<file path="config.mk">
export PLATFORM = sky130hd
export DESIGN_NAME = hdmc_front
export DESIGN_NICKNAME = d
export VERILOG_FILES = /design/src/rtl/hdmc_pkg.sv /design/src/rtl/hdmc_front.sv
export SDC_FILE = /design/constraint.sdc
export NUM_CORES = 1
export LEC_CHECK = 0
export BUFFER_PORTS_ARGS = -buffer_cell sky130_fd_sc_hd__buf_2
export CAP_MARGIN = 30
export CORE_UTILIZATION = 59
export CTS_CLUSTER_SIZE = 10
export DETAILED_ROUTE_END_ITERATION = 16
export PLACE_DENSITY = 0.87
export SETUP_SLACK_MARGIN = 0.02
export SYNTH_ARGS = -nofsm -noshare
export SYNTH_HDL_FRONTEND = slang
export SYNTH_SLANG_ARGS = --single-unit
</file>
<file path="constraint.sdc">
create_clock -name clk -period 26.2 [get_ports clk]
set_input_delay 1.31 -clock clk [delete_from_list [all_inputs] [get_ports clk]]
set_output_delay 1.31 -clock clk [all_outputs]
set_load 0.03 [all_outputs]
</file>
<file path="src/rtl/hdmc_pkg.sv">
// ----------------------------------------------------------------------------
// hdmc_pkg
// shared types, constants and hash step function of the hashed cache
// ----------------------------------------------------------------------------
`default_nettype none

package hdmc_pkg;

  localparam int SLOTS_DEFAULT    = 1024;
  localparam int MASK_W           = 10;
  localparam int SLOT_OUT_W       = 10;
  localparam int KEY_W            = 31;
  localparam int TAG_W            = 32;
  localparam int VALUE_W          = 64;
  localparam int HASH_W           = 32;
  localparam int HASH_STEPS       = 6;
  localparam int QUEUE_DEPTH      = 4;
  localparam int IN_TUSER_W       = 2;
  localparam int IN_TDATA_W       = 128;
  localparam int OUT_TUSER_W      = 1;
  localparam int OUT_TDATA_W      = 112;
  localparam int OUT_PAD_W        = OUT_TDATA_W - TAG_W - VALUE_W - SLOT_OUT_W;

  localparam logic [MASK_W-1:0] INDEX_MASK_RESET = 10'd1023;

  localparam logic [HASH_W-1:0] MIX_C0 = 32'h7ed55d16;
  localparam logic [HASH_W-1:0] MIX_C1 = 32'hc761c23c;
  localparam logic [HASH_W-1:0] MIX_C2 = 32'h165667b1;
  localparam logic [HASH_W-1:0] MIX_C3 = 32'hd3a2646c;
  localparam logic [HASH_W-1:0] MIX_C4 = 32'hfd7046c5;
  localparam logic [HASH_W-1:0] MIX_C5 = 32'hb55a4f09;

  typedef enum logic [1:0] {
    OP_LOOKUP = 2'd0,
    OP_STORE  = 2'd1,
    OP_CLEAR  = 2'd2
  } op_t;

  typedef enum logic {
    BK_RUN   = 1'b0,
    BK_SWEEP = 1'b1
  } back_state_t;

  typedef struct packed {
    op_t                      op;
    logic [KEY_W-1:0]         key;
    logic signed [TAG_W-1:0]  tag;
    logic [VALUE_W-1:0]       value;
  } item_t;

  // one round of the integer mix, selected by round number
  function automatic logic [HASH_W-1:0] mix_step(input logic [2:0] step,
                                                 input logic [HASH_W-1:0] x);
    logic [HASH_W-1:0] r;
    case (step)
      3'd0: r = (x + MIX_C0) + (x << 12);
      3'd1: r = (x ^ MIX_C1) ^ (x >> 19);
      3'd2: r = (x + MIX_C2) + (x << 5);
      3'd3: r = (x + MIX_C3) ^ (x << 9);
      3'd4: r = (x + MIX_C4) + (x << 3);
      3'd5: r = (x ^ MIX_C5) ^ (x >> 16);
      default: r = x;
    endcase
    return r;
  endfunction

endpackage

`default_nettype wire

</file>
<file path="src/rtl/hdmc_front.sv">
// ----------------------------------------------------------------------------
// hdmc_front
// input stage: takes words, runs the six-round key hash, picks the slot
// ----------------------------------------------------------------------------
`default_nettype none

module hdmc_front #(
  parameter int SLOTS = hdmc_pkg::SLOTS_DEFAULT,
  parameter int IDX_W = $clog2(SLOTS)
) (
  input  wire logic                            clk,
  input  wire logic                            rst,
  input  wire logic                            s_tvalid,
  output logic                                 s_tready,
  input  wire logic [hdmc_pkg::IN_TUSER_W-1:0] s_tuser,
  input  wire logic [hdmc_pkg::IN_TDATA_W-1:0] s_tdata,
  input  wire logic                            cfg_wr_en,
  input  wire logic [hdmc_pkg::MASK_W-1:0]     cfg_wr_data,
  input  wire logic                            init_busy,
  input  wire logic                            q_full,
  output logic                                 q_push,
  output logic [IDX_W-1:0]                     q_slot,
  output hdmc_pkg::item_t                      q_item
);
  import hdmc_pkg::*;

  localparam int LAST = HASH_STEPS - 1;

  logic [MASK_W-1:0]     index_mask;
  logic [HASH_STEPS-1:0] fv;
  logic [HASH_W-1:0]     fx    [HASH_STEPS];
  item_t                 fitem [HASH_STEPS];

  item_t             in_item;
  logic              en;
  logic [HASH_W-1:0] mask32;
  logic [IDX_W-1:0]  slot_mask;

  assign in_item.op    = op_t'(s_tuser);
  assign in_item.key   = s_tdata[KEY_W-1:0];
  assign in_item.tag   = s_tdata[KEY_W+TAG_W-1:KEY_W];
  assign in_item.value = s_tdata[KEY_W+TAG_W+VALUE_W-1:KEY_W+TAG_W];

  // whole hash line moves together; it halts only when the queue is full
  assign en       = !fv[LAST] || !q_full;
  assign s_tready = en && !init_busy;
  assign q_push   = fv[LAST] && !q_full;

  assign mask32    = HASH_W'(index_mask);
  assign slot_mask = mask32[IDX_W-1:0] & IDX_W'(SLOTS - 1);
  assign q_slot    = fx[LAST][IDX_W-1:0] & slot_mask;
  assign q_item    = fitem[LAST];

  always_ff @(posedge clk) begin
    if (rst) begin
      index_mask <= INDEX_MASK_RESET;
      fv         <= '0;
    end else begin
      if (cfg_wr_en) begin
        index_mask <= cfg_wr_data;
      end
      if (en) begin
        fv <= {fv[HASH_STEPS-2:0], s_tvalid && s_tready};
      end
    end
  end

  always_ff @(posedge clk) begin
    if (en) begin
      fx[0]    <= mix_step(3'd0, {1'b0, in_item.key});
      fitem[0] <= in_item;
      for (int i = 1; i < HASH_STEPS; i++) begin
        fx[i]    <= mix_step(3'(i), fx[i-1]);
        fitem[i] <= fitem[i-1];
      end
    end
  end

endmodule

`default_nettype wire

</file>
==> results.py <==
metrics = {
    "timing": {
        "rsz0062_at_grt": "false",
        "period_needed_ns": 4.549,
        "max-slew-margin-rel_pct": 35.77,
        "setup_viol": 0,
        "hold_slack_ns": 0.4005,
        "final_max_slew_viol_count": 0,
        "setup_tns_ns": 0,
        "period_share_pct": 17.36,
        "hold_viol": 0,
        "worstMarginPinSlew_ns": 0.9634,
        "finClkSkew_ns": 0.03955,
        "fmax_ghz": 0.2198,
    },
    "cells_and_area": {
        "final_area_mm2": 0.03915,
        "drive_above_1_share_pct": 20.41,
        "multi_input_area_mm2": 0.005378,
        "stdcell_count": 2947,
        "num-fill-cells": 3414,
        "register_area_mm2": 0.02774,
        "nets": 2446,
        "syn_to_final_growth_pct": 15.98,
    },
    "cts": {
        "clk_latency_ns": 0.67,
        "cts-resized-gates": 0,
        "cts_hold_buf": 0,
        "cts_buffer_depth": 3,
        "cts_buffers": 104,
        "clock-root-buffer": "clkbuf_16",
        "cts_tree": "done",
        "h-tree-depth": 3,
        "clkTransAtPathRegs_ns": 0.05,
        "clock-sinks": 929,
        "postCtsSetupBuffers": 0,
    },
    "global_route": {
        "grt_usage_pct": 20.77,
        "grt_max_degree": 186,
        "grt_pass1_vias": 16090,
        "antenna_found_initial": 12,
        "grt_pass1_wl_um": 89820,
        "overflow": 0,
    },
    "die": {
        "die_w_um": 241.2,
        "dieArea_mm2": 0.05817,
        "start_util_pct": 59.74,
        "ios": 287,
        "rows": 87,
        "core_mm2": 0.05650,
        "dieHeight_um": 241.2,
    },
    "critical_path": {
        "startpoint_type": "input port",
        "critPathArrivalTime_ns": 4.86,
        "end_kind": "flip-flop",
        "cpPeakStageDelay_ns": 0.77,
        "cpMaxStageDelayCell": "buf_12",
        "crit_chain": "buf_2 -> and2_1 -> inv_8 -> buf_12 -> buf_4 -> buf_12 -> buf_4 -> buf_16",
        "cp_max_fo": 185,
        "crit_type": "input port to flip-flop",
        "reg2reg_slack_ns": 22.14,
        "required_ns": 26.51,
    },
    "power": {
        "power.share.clock_pct": 29.3,
        "p_comb_share_pct": 24.4,
        "ir_worst_vdd_mv": 0.06768,
        "p_switching_mw": 1.234,
        "leakage_nw": 15.52,
        "swShare_pct": 28.78,
        "p_per_area_mw_per_mm2": 109.5,
        "intPower_mw": 3.053,
        "power.share.sequential_pct": 46.3,
    },
    "synthesis": {
        "yosysMostFrequentCell": "edfxtp_1",
        "synth-warning-count": 0,
        "synth_seq_cells": 929,
        "synthTopCellsByCount": "edfxtp_1 (913), inv_1 (155), ha_1 (137)",
        "syn_nets": 2054,
        "async_flop_share_pct": 0,
        "avgSynthCellArea_um2": 19.07,
        "syn_area_mm2": 0.03375,
        "yosys.area.top_type": "edfxtp_1",
        "synthTopCellsByArea": "edfxtp_1 (81%), ha_1 (5.1%), xnor2_1 (2.1%)",
        "ys_types": 72,
        "synth_ff_type": "edfxtp_1",
        "synth_seq_area_share_pct": 82.18,
        "synth_top_cell_area_share_pct": 81.23,
        "synth_edf_count": 913,
        "syn_inst": 1770,
    },
    "route": {
        "vias_per_cell": 5.363,
        "vias": 15800,
        "drt-initial-drc-count": 1153,
        "drc": 0,
        "avgRoutedWirePerCell_um": 20.50,
        "drt.antenna.violating_nets": 0,
        "drt-pass1-iter-count": 8,
        "routed_wl_um": 60410,
    },
    "placed_design": {
        "dp_hpwl_um": 36910,
        "place_inst": 2808,
        "placed_area_mm2": 0.03618,
        "gp_congestion": 0.8771,
        "port_buffers": 285,
    },
    "flow_run": {
        "drv_cap": 0,
    },
    "run_status": {
        "status": "finished clean",
    },
    "worst_hold_path": {
        "hold_path_class": "flip-flop to flip-flop",
    },
}
## power by group through the flow
| stage | sequential [mW] | combinational [mW] | clock, mW |
|---|---|---|---|
| finish | 1.98 | 1.05 | 1.26 |
| global route | 2.00 | 1.16 | 1.34 |
| CTS | 1.99 | 1.04 | 1.28 |
| detailed placement | 2.01 | 1.02 | 0 |
| global placement | 2.00 | 0.971 | 0 |
| floorplan | 2.00 | 0.783 | 0 |
## cell usage in the layout, fill, tap and decap left out, types with 8 or more instances in the layout
cell type	netlist	routed
edfxtp_1	913	913
buf_2	1	285
inv_1	155	154
ha_1	137	137
clkbuf_16	0	104
xnor2_1	80	80
a21oi_1	72	72
nand2_1	53	53
xor2_1	44	44
nor2_1	43	43
o21ai_0	25	25
a21o_1	21	21
nor2b_1	18	18
nand3_1	16	16
dfxtp_1	16	16
and2_1	12	12
a211o_1	12	12
o211ai_1	11	11
clkbuf_1	7	10
o21a_1	9	9
and3_1	8	8
## routing by layer
layer	vias up	global-route usage, %	part of all wire [%]	wire [um]
li1	7436	-	-	-
met1	7752	24.48	39	23380
met2	490	36.87	52	31630
met3	114	5.136	6.4	3852
met4	12	7.518	2.4	1463
met5	-	0	0.15	89
## cell type report
type / instances / share of cell area (%)
diodes: 6 / 0.03836
clock buffers: 115 / 6.779
clock inverters: 14 / 0.5050
inverters: 155 / 1.505
multi-input cells: 674 / 13.74
flip-flops and latches: 929 / 70.86
well taps: 756 / 2.416
repair buffers: 298 / 4.162
## logic make-up (layout without fill, tap and decap cells)
family,Yosys count,after routing,share of synthesized area (%)
flip-flops,929,929,82.18
AO/OA/AOI/OAI,223,223,4.760
AND/OR/NAND/NOR,189,189,2.817
buffers and inverters,167,582,1.891
adder cells (fa/ha/maj),138,138,5.138
XOR/XNOR,124,124,3.218
other,0,6,0
## sequential cells by signal (all words and copies together), names as in the netlist
| register | count |
|---|---|
| index_mask | 10 |
| fx | 139 |
| fv | 6 |
| fitem | 774 |
## critical path, delay by kind of cell
family	cells	cell delay [ns]
and+or+nand+nor	1	0.27
buffers and inverters	7	2.96
## path summary, 6_finish.rpt
path | start | to | cells past startpoint
hold / removal | fitem[0][26] | fitem[1][26] | 0
hold reg to reg | fitem[0][26] | fitem[1][26] | 0
setup / recovery | q_full | fitem[3][64] | 8
setup reg to reg | fv[5] | fitem[3][64] | 7
## stage by stage
stage / total power [mW] / util (%) / setup slack, ns
after CTS: 4.307 / 69.08 / 21.22
after global placement: 2.972 / 63.98 / 20.62
final: 4.286 / 69.29 / 21.65
after detailed placement: 3.030 / 64.03 / 20.52
after global routing: 4.503 / 69.28 / 21.41
after floorplan: 2.781 / - / 5.748
No activity file was read; power rests on OpenSTA's default activity.
