--- src/rtl/hdmc_pkg.sv ---
// ----------------------------------------------------------------------------
// hdmc_pkg
// shared types, constants and hash step function of the hashed cache
// ----------------------------------------------------------------------------
`default_nettype none

package hdmc_pkg;

  localparam int SLOTS_DEFAULT    = 1024;
  localparam int MASK_W           = 10;
  localparam int SLOT_OUT_W       = 10;
  localparam int KEY_W            = 31;
  localparam int TAG_W            = 32;
  localparam int VALUE_W          = 64;
  localparam int HASH_W           = 32;
  localparam int HASH_STEPS       = 6;
  localparam int QUEUE_DEPTH      = 4;
  localparam int IN_TUSER_W       = 2;
  localparam int IN_TDATA_W       = 128;
  localparam int OUT_TUSER_W      = 1;
  localparam int OUT_TDATA_W      = 112;
  localparam int OUT_PAD_W        = OUT_TDATA_W - TAG_W - VALUE_W - SLOT_OUT_W;

  localparam logic [MASK_W-1:0] INDEX_MASK_RESET = 10'd1023;

  localparam logic [HASH_W-1:0] MIX_C0 = 32'h7ed55d16;
  localparam logic [HASH_W-1:0] MIX_C1 = 32'hc761c23c;
  localparam logic [HASH_W-1:0] MIX_C2 = 32'h165667b1;
  localparam logic [HASH_W-1:0] MIX_C3 = 32'hd3a2646c;
  localparam logic [HASH_W-1:0] MIX_C4 = 32'hfd7046c5;
  localparam logic [HASH_W-1:0] MIX_C5 = 32'hb55a4f09;

  typedef enum logic [1:0] {
    OP_LOOKUP = 2'd0,
    OP_STORE  = 2'd1,
    OP_CLEAR  = 2'd2
  } op_t;

  typedef enum logic {
    BK_RUN   = 1'b0,
    BK_SWEEP = 1'b1
  } back_state_t;

  typedef struct packed {
    op_t                      op;
    logic [KEY_W-1:0]         key;
    logic signed [TAG_W-1:0]  tag;
    logic [VALUE_W-1:0]       value;
  } item_t;

  // one round of the integer mix, selected by round number
  function automatic logic [HASH_W-1:0] mix_step(input logic [2:0] step,
                                                 input logic [HASH_W-1:0] x);
    logic [HASH_W-1:0] r;
    case (step)
      3'd0: r = (x + MIX_C0) + (x << 12);
      3'd1: r = (x ^ MIX_C1) ^ (x >> 19);
      3'd2: r = (x + MIX_C2) + (x << 5);
      3'd3: r = (x + MIX_C3) ^ (x << 9);
      3'd4: r = (x + MIX_C4) + (x << 3);
      3'd5: r = (x ^ MIX_C5) ^ (x >> 16);
      default: r = x;
    endcase
    return r;
  endfunction

endpackage

`default_nettype wire

--- src/rtl/hdmc_queue.sv ---
// ----------------------------------------------------------------------------
// hdmc_queue
// short fifo between the hashing front end and the slot back end
// ----------------------------------------------------------------------------
`default_nettype none

module hdmc_queue #(
  parameter int W = 8
) (
  input  wire logic         clk,
  input  wire logic         rst,
  input  wire logic         push,
  input  wire logic [W-1:0] push_data,
  output logic              full,
  input  wire logic         pop,
  output logic [W-1:0]      pop_data,
  output logic              empty
);
  import hdmc_pkg::*;

  localparam int PTR_W = $clog2(QUEUE_DEPTH);
  localparam int CNT_W = $clog2(QUEUE_DEPTH + 1);

  logic [W-1:0]     store_q [QUEUE_DEPTH];
  logic [PTR_W-1:0] wr_ptr;
  logic [PTR_W-1:0] rd_ptr;
  logic [CNT_W-1:0] count;

  logic do_push;
  logic do_pop;

  assign full     = (count == CNT_W'(QUEUE_DEPTH));
  assign empty    = (count == '0);
  assign do_push  = push && !full;
  assign do_pop   = pop && !empty;
  assign pop_data = store_q[rd_ptr];

  always_ff @(posedge clk) begin
    if (rst) begin
      wr_ptr <= '0;
      rd_ptr <= '0;
      count  <= '0;
    end else begin
      if (do_push) begin
        wr_ptr <= (wr_ptr == PTR_W'(QUEUE_DEPTH - 1)) ? '0 : wr_ptr + 1'b1;
      end
      if (do_pop) begin
        rd_ptr <= (rd_ptr == PTR_W'(QUEUE_DEPTH - 1)) ? '0 : rd_ptr + 1'b1;
      end
      if (do_push && !do_pop) begin
        count <= count + 1'b1;
      end else if (do_pop && !do_push) begin
        count <= count - 1'b1;
      end
    end
  end

  always_ff @(posedge clk) begin
    if (do_push) begin
      store_q[wr_ptr] <= push_data;
    end
  end

endmodule

`default_nettype wire

--- config.mk ---
export PLATFORM = sky130hd
export DESIGN_NAME = hdmc_queue
export DESIGN_NICKNAME = d
export VERILOG_FILES = /design/src/rtl/hdmc_pkg.sv /design/src/rtl/hdmc_queue.sv
export SDC_FILE = /design/constraint.sdc
export NUM_CORES = 1
export LEC_CHECK = 0
export ABC_CLOCK_PERIOD_IN_PS = 5430
export BUFFER_PORTS_ARGS = -buffer_cell sky130_fd_sc_hd__buf_2
export CAP_MARGIN = 10
export CELL_PAD_IN_SITES_DETAIL_PLACEMENT = 0
export CELL_PAD_IN_SITES_GLOBAL_PLACEMENT = 1
export CORE_MARGIN = 2
export CORE_UTILIZATION = 50
export CTS_BUF_LIST = sky130_fd_sc_hd__clkbuf_4 sky130_fd_sc_hd__clkbuf_8
export CTS_CLUSTER_DIAMETER = 100
export DETAILED_ROUTE_END_ITERATION = 10
export PLACE_DENSITY = 0.78
export SYNTH_ARGS = -nofsm -noshare
export SYNTH_HDL_FRONTEND = slang
export SYNTH_SLANG_ARGS = --single-unit
--- constraint.sdc ---
create_clock -name clk -period 5.43 [get_ports clk]
set_clock_uncertainty 0.05 [all_clocks]
set_input_delay 1.629 -clock clk [delete_from_list [all_inputs] [get_ports clk]]
set_output_delay 1.629 -clock clk [all_outputs]
set_load 0.02 [all_outputs]
==> tab_implementation.tex <==
\begin{tabular}{lr}
\hline
Metric & Value \\
\hline
\multicolumn{2}{l}{\textbf{Power and ir drop}} \\
\quad Total power divided by cell area & 421 nW/µm² \\
\quad Net Switching & 239 µW \\
\quad Clock network power share & 17.5\% \\
\quad Combinational fraction of design power & 28.0\% \\
\quad Sw frac & 31.0\% \\
\quad VDD IR-drop max & 0.000210 V \\
\quad Internal Pwr Total & 531 µW \\
\quad Leak Pwr & 0.000676 µW \\
\quad Seq pwr share & 54.5\% \\
\multicolumn{2}{l}{\textbf{Synthesis}} \\
\quad Synthesized net count & 111 \\
\quad Unique masters post-synth & 26 \\
\quad Area share of and/or/nand/nor cells after synthesis & 5.70\% \\
\quad Post-synth top area share & 58.4\% \\
\quad Cell taking the most area after synthesis & edfxtp\_1 \\
\quad Synthesized area per cell & 17.9 µm² \\
\quad Most area-consuming cells after synthesis & edfxtp\_1 58\%, dfxtp\_1 11\%, mux4\_2 11\%, ha\_1 4.6\%, and3\_2 1.8\% \\
\quad Share of flip-flops with an asynchronous set or reset after synthesis & 0\% \\
\quad Main synth FF type & edfxtp\_1 \\
\quad Fraction of the mapped netlist area in compound gates & 3.04\% \\
\quad Seq cells post-synth & 41 \\
\quad Gate count of the mapped netlist & 92 \\
\quad Sequential share of the synthesized area & 69.4\% \\
\quad Post-Synth Adder-Cell Area & 5.78\% \\
\quad Post-synthesis instance area & 1650 µm² \\
\quad Syn. warnings & 0 \\
\quad Post-Synth XOR/XNOR Area & 1.06\% \\
\quad Mux cell area share after synthesis & 12.2\% \\
\quad Dominant combinational cell family by area after synthesis & multiplexers \\
\quad EDFF count, synth & 32 \\
\multicolumn{2}{l}{\textbf{Timing}} \\
\quad Final hold violation count & 0 \\
\quad Maximum achievable frequency & 291 MHz \\
\quad Clock period minus final worst setup slack & 3440 ps \\
\quad Slew Limit Headroom & 63.6\% \\
\quad Finish-stage setup viols & 0 \\
\quad Final cycle utilization of the critical path & 63.3\% \\
\quad Setup repair after global routing missed its margin & no \\
\quad Sum of negative setup slack & 0 ps \\
\quad Actual transition at the worst max-transition pin & 545 ps \\
\quad Slew Viols, Final & 0 \\
\multicolumn{2}{l}{\textbf{Routing}} \\
\quad Wirelength per Cell & 14.2 µm \\
\quad DR iter-0 viols & 30 \\
\quad Post-Route WL & 2290 µm \\
\quad Length of the first detailed-routing pass in iterations & 4 \\
\quad Vias per std cell & 5.02 \\
\quad DRC viols & 0 \\
\quad Detailed-route via count & 808 \\
\quad Residual antenna-violating net count after detailed routing & 0 \\
\multicolumn{2}{l}{\textbf{Setup path}} \\
\quad Kind of cell with the highest combined delay on the critical path & flip-flops \\
\quad Required time at the endpoint of the critical path & 3750 ps \\
\quad Kind of start point of the critical path & flip-flop \\
\quad CP endpoint kind & output port \\
\quad Worst Setup Path Type & reg -> out \\
\quad Slowest stage cell on the critical path & dfxtp\_1 \\
\quad Worst Path Arrival & 1760 ps \\
\quad Number of buffer and inverter instances along the worst setup path & 1 \\
\quad Max stage delay on crit path & 680 ps \\
\quad Largest fanout of any net on the critical path & 8 \\
\quad Cell-by-cell trace of the critical path & mux4\_2, buf\_2 \\
\multicolumn{2}{l}{\textbf{GRT}} \\
\quad Initial antenna violation count & 0 \\
\quad Wire length of the first global-routing pass & 3480 µm \\
\quad Global-route total usage across every layer & 13.8\% \\
\quad Pin count of the biggest net entering global routing & 13 \\
\quad Global route total overflow & 0 \\
\quad Number of global-route vias before repair & 772 \\
\multicolumn{2}{l}{\textbf{Clocking}} \\
\quad Total number of H-tree levels & 2 \\
\quad TritonCTS clock tree & done \\
\quad Cts-stage hold buffer count & 0 \\
\quad Number of buffers added by the clock tree synthesis step & 5 \\
\quad Clock-pin slew on the worst setup and hold paths & 100 ps \\
\quad Worst-case clock buffer depth & 2 \\
\quad Setup Fix Bufs, Post-CTS & 0 \\
\quad Post-cts resize count & 0 \\
\quad CTS sink count & 41 \\
\quad Worst skew pair latency & 330 ps \\
\quad Root buffer cell & clkbuf\_4 \\
\multicolumn{2}{l}{\textbf{Placement}} \\
\quad Detailed-placement wirelength estimate & 1630 µm \\
\quad Port Buffer Count & 21 \\
\quad Number of placed instances with taps included & 153 \\
\quad Routability congestion estimate & 0.724 \\
\quad DP Area & 1780 µm² \\
\multicolumn{2}{l}{\textbf{Finish}} \\
\quad Fin nets & 135 \\
\quad Fraction of layout cells with a size suffix above 1 & 37.6\% \\
\quad Number of inserted diodes & 0 \\
\quad Post-synthesis to final-layout area growth & 11.3\% \\
\quad Final instance area & 1830 µm² \\
\quad Number of standard cells in the layout, taps in and fillers out & 161 \\
\multicolumn{2}{l}{\textbf{Floorplan}} \\
\quad Number of rows in the core area & 20 \\
\quad Initial Util & 53.0\% \\
\quad Vertical extent of the die & 61.4 µm \\
\quad Die area & 3770 µm² \\
\quad Number of I/O pins & 22 \\
\quad Horizontal die dimension & 61.4 µm \\
\quad Core box area & 3100 µm² \\
\multicolumn{2}{l}{\textbf{Flow run}} \\
\quad Count of maximum capacitance violations & 0 \\
\multicolumn{2}{l}{\textbf{Outcome}} \\
\quad Outcome & finished clean \\
\multicolumn{2}{l}{\textbf{Hold path}} \\
\quad Class of the tightest hold or removal check & reg -> reg \\
\hline
\end{tabular}
-- layout make-up --
cell class                 instances  area [µm²]
clock buffer                       5        37.5
multi-input combinational         42         457
timing repair buffer              21         105
fill                             271        1270
inverter                           5        23.8
clock inverter                     3        12.5
tap                               44        55.1
sequential                        41        1140
-- metal layers --
metal	track usage, %	up-vias	share of wire (%)
met5	0	-	0
met3	5.04	4	4.4
li1	-	398	-
met4	6.38	0	1.1
met2	22.9	20	51
met1	16.1	386	43
-- cells by family after synthesis --
logic type               Yosys count
AND/OR/NAND/NOR                   16
AO/OA/AOI/OAI                      7
adder cells (fa/ha/maj)            7
buffers and inverters              9
multiplexers                      10
flip-flops                        41
XOR/XNOR                           2
-- cell usage in the layout, fill, tap and decap left out, types with 2 or more instances in the layout --
cell type and n:
clkinv_1 2, o31ai_2 2, inv_1 4, xor2_1 2, dfxtp_1 9, a21oi_1 3
nor2_1 3, mux2i_1 2, ha_1 6, edfxtp_1 32, and3_2 4, nand3_1 2
buf_2 21, nor3_1 2, clkbuf_4 5, mux4_2 8
-- synth_stat cells (2+ instances only) --
library cell and instances:
nand3_1 2, a21oi_1 3, inv_1 4, nor2_1 3, ha_1 6, and3_2 4
xor2_1 2, nor3_1 2, edfxtp_1 32, mux4_2 8, dfxtp_1 9, o31ai_2 2
mux2i_1 2
-- stage by stage --
step | hold WS [ps] | utilization (%) | total power [µW] | worst slack, ps
2_1_floorplan | 413 | - | 591 | 2250
3_3_place_gp | 437 | 57.4 | 643 | 2060
3_5_place_dp | 450 | 57.4 | 649 | 2000
4_1_cts | 466 | 59.0 | 783 | 1930
5_1_grt | 482 | 59.0 | 818 | 1860
6_report | 463 | 59.0 | 771 | 1990
-- tightest hold or removal path: cells and delay by family (launching register included) --
kind | cells | cell delay, ps
DFF | 1 | 340
AOI/OAI and AO/OA | 1 | 70
and+or+nand+nor | 1 | 60
-- power by group through the flow --
stage / sequential [µW] / clock (µW) / combinational (µW)
2_1_floorplan: 407 / 0 / 184
3_3_place_gp: 427 / 0 / 216
3_5_place_dp: 429 / 0 / 219
4_1_cts: 422 / 141 / 220
5_1_grt: 427 / 152 / 239
6_report: 420 / 134 / 216
-- path summary, 6_finish.rpt --
check,from,endpoint,slack [ps],cells after the start
worst max-delay path,flip-flop,pop_data[3],1990,2
worst min-delay path,rd_ptr[0],rd_ptr[0],460,2
worst max register to register,count[0],count[2],3020,9
worst min register to register,rd_ptr[0],rd_ptr[0],460,2
-- state kept, by name, indices dropped and copies added (netlist names), named ones only --
signal and cells:
store_q 32, wr_ptr 2, count 3, rd_ptr 2
Note: power is estimated with default switching activity, not from simulation.
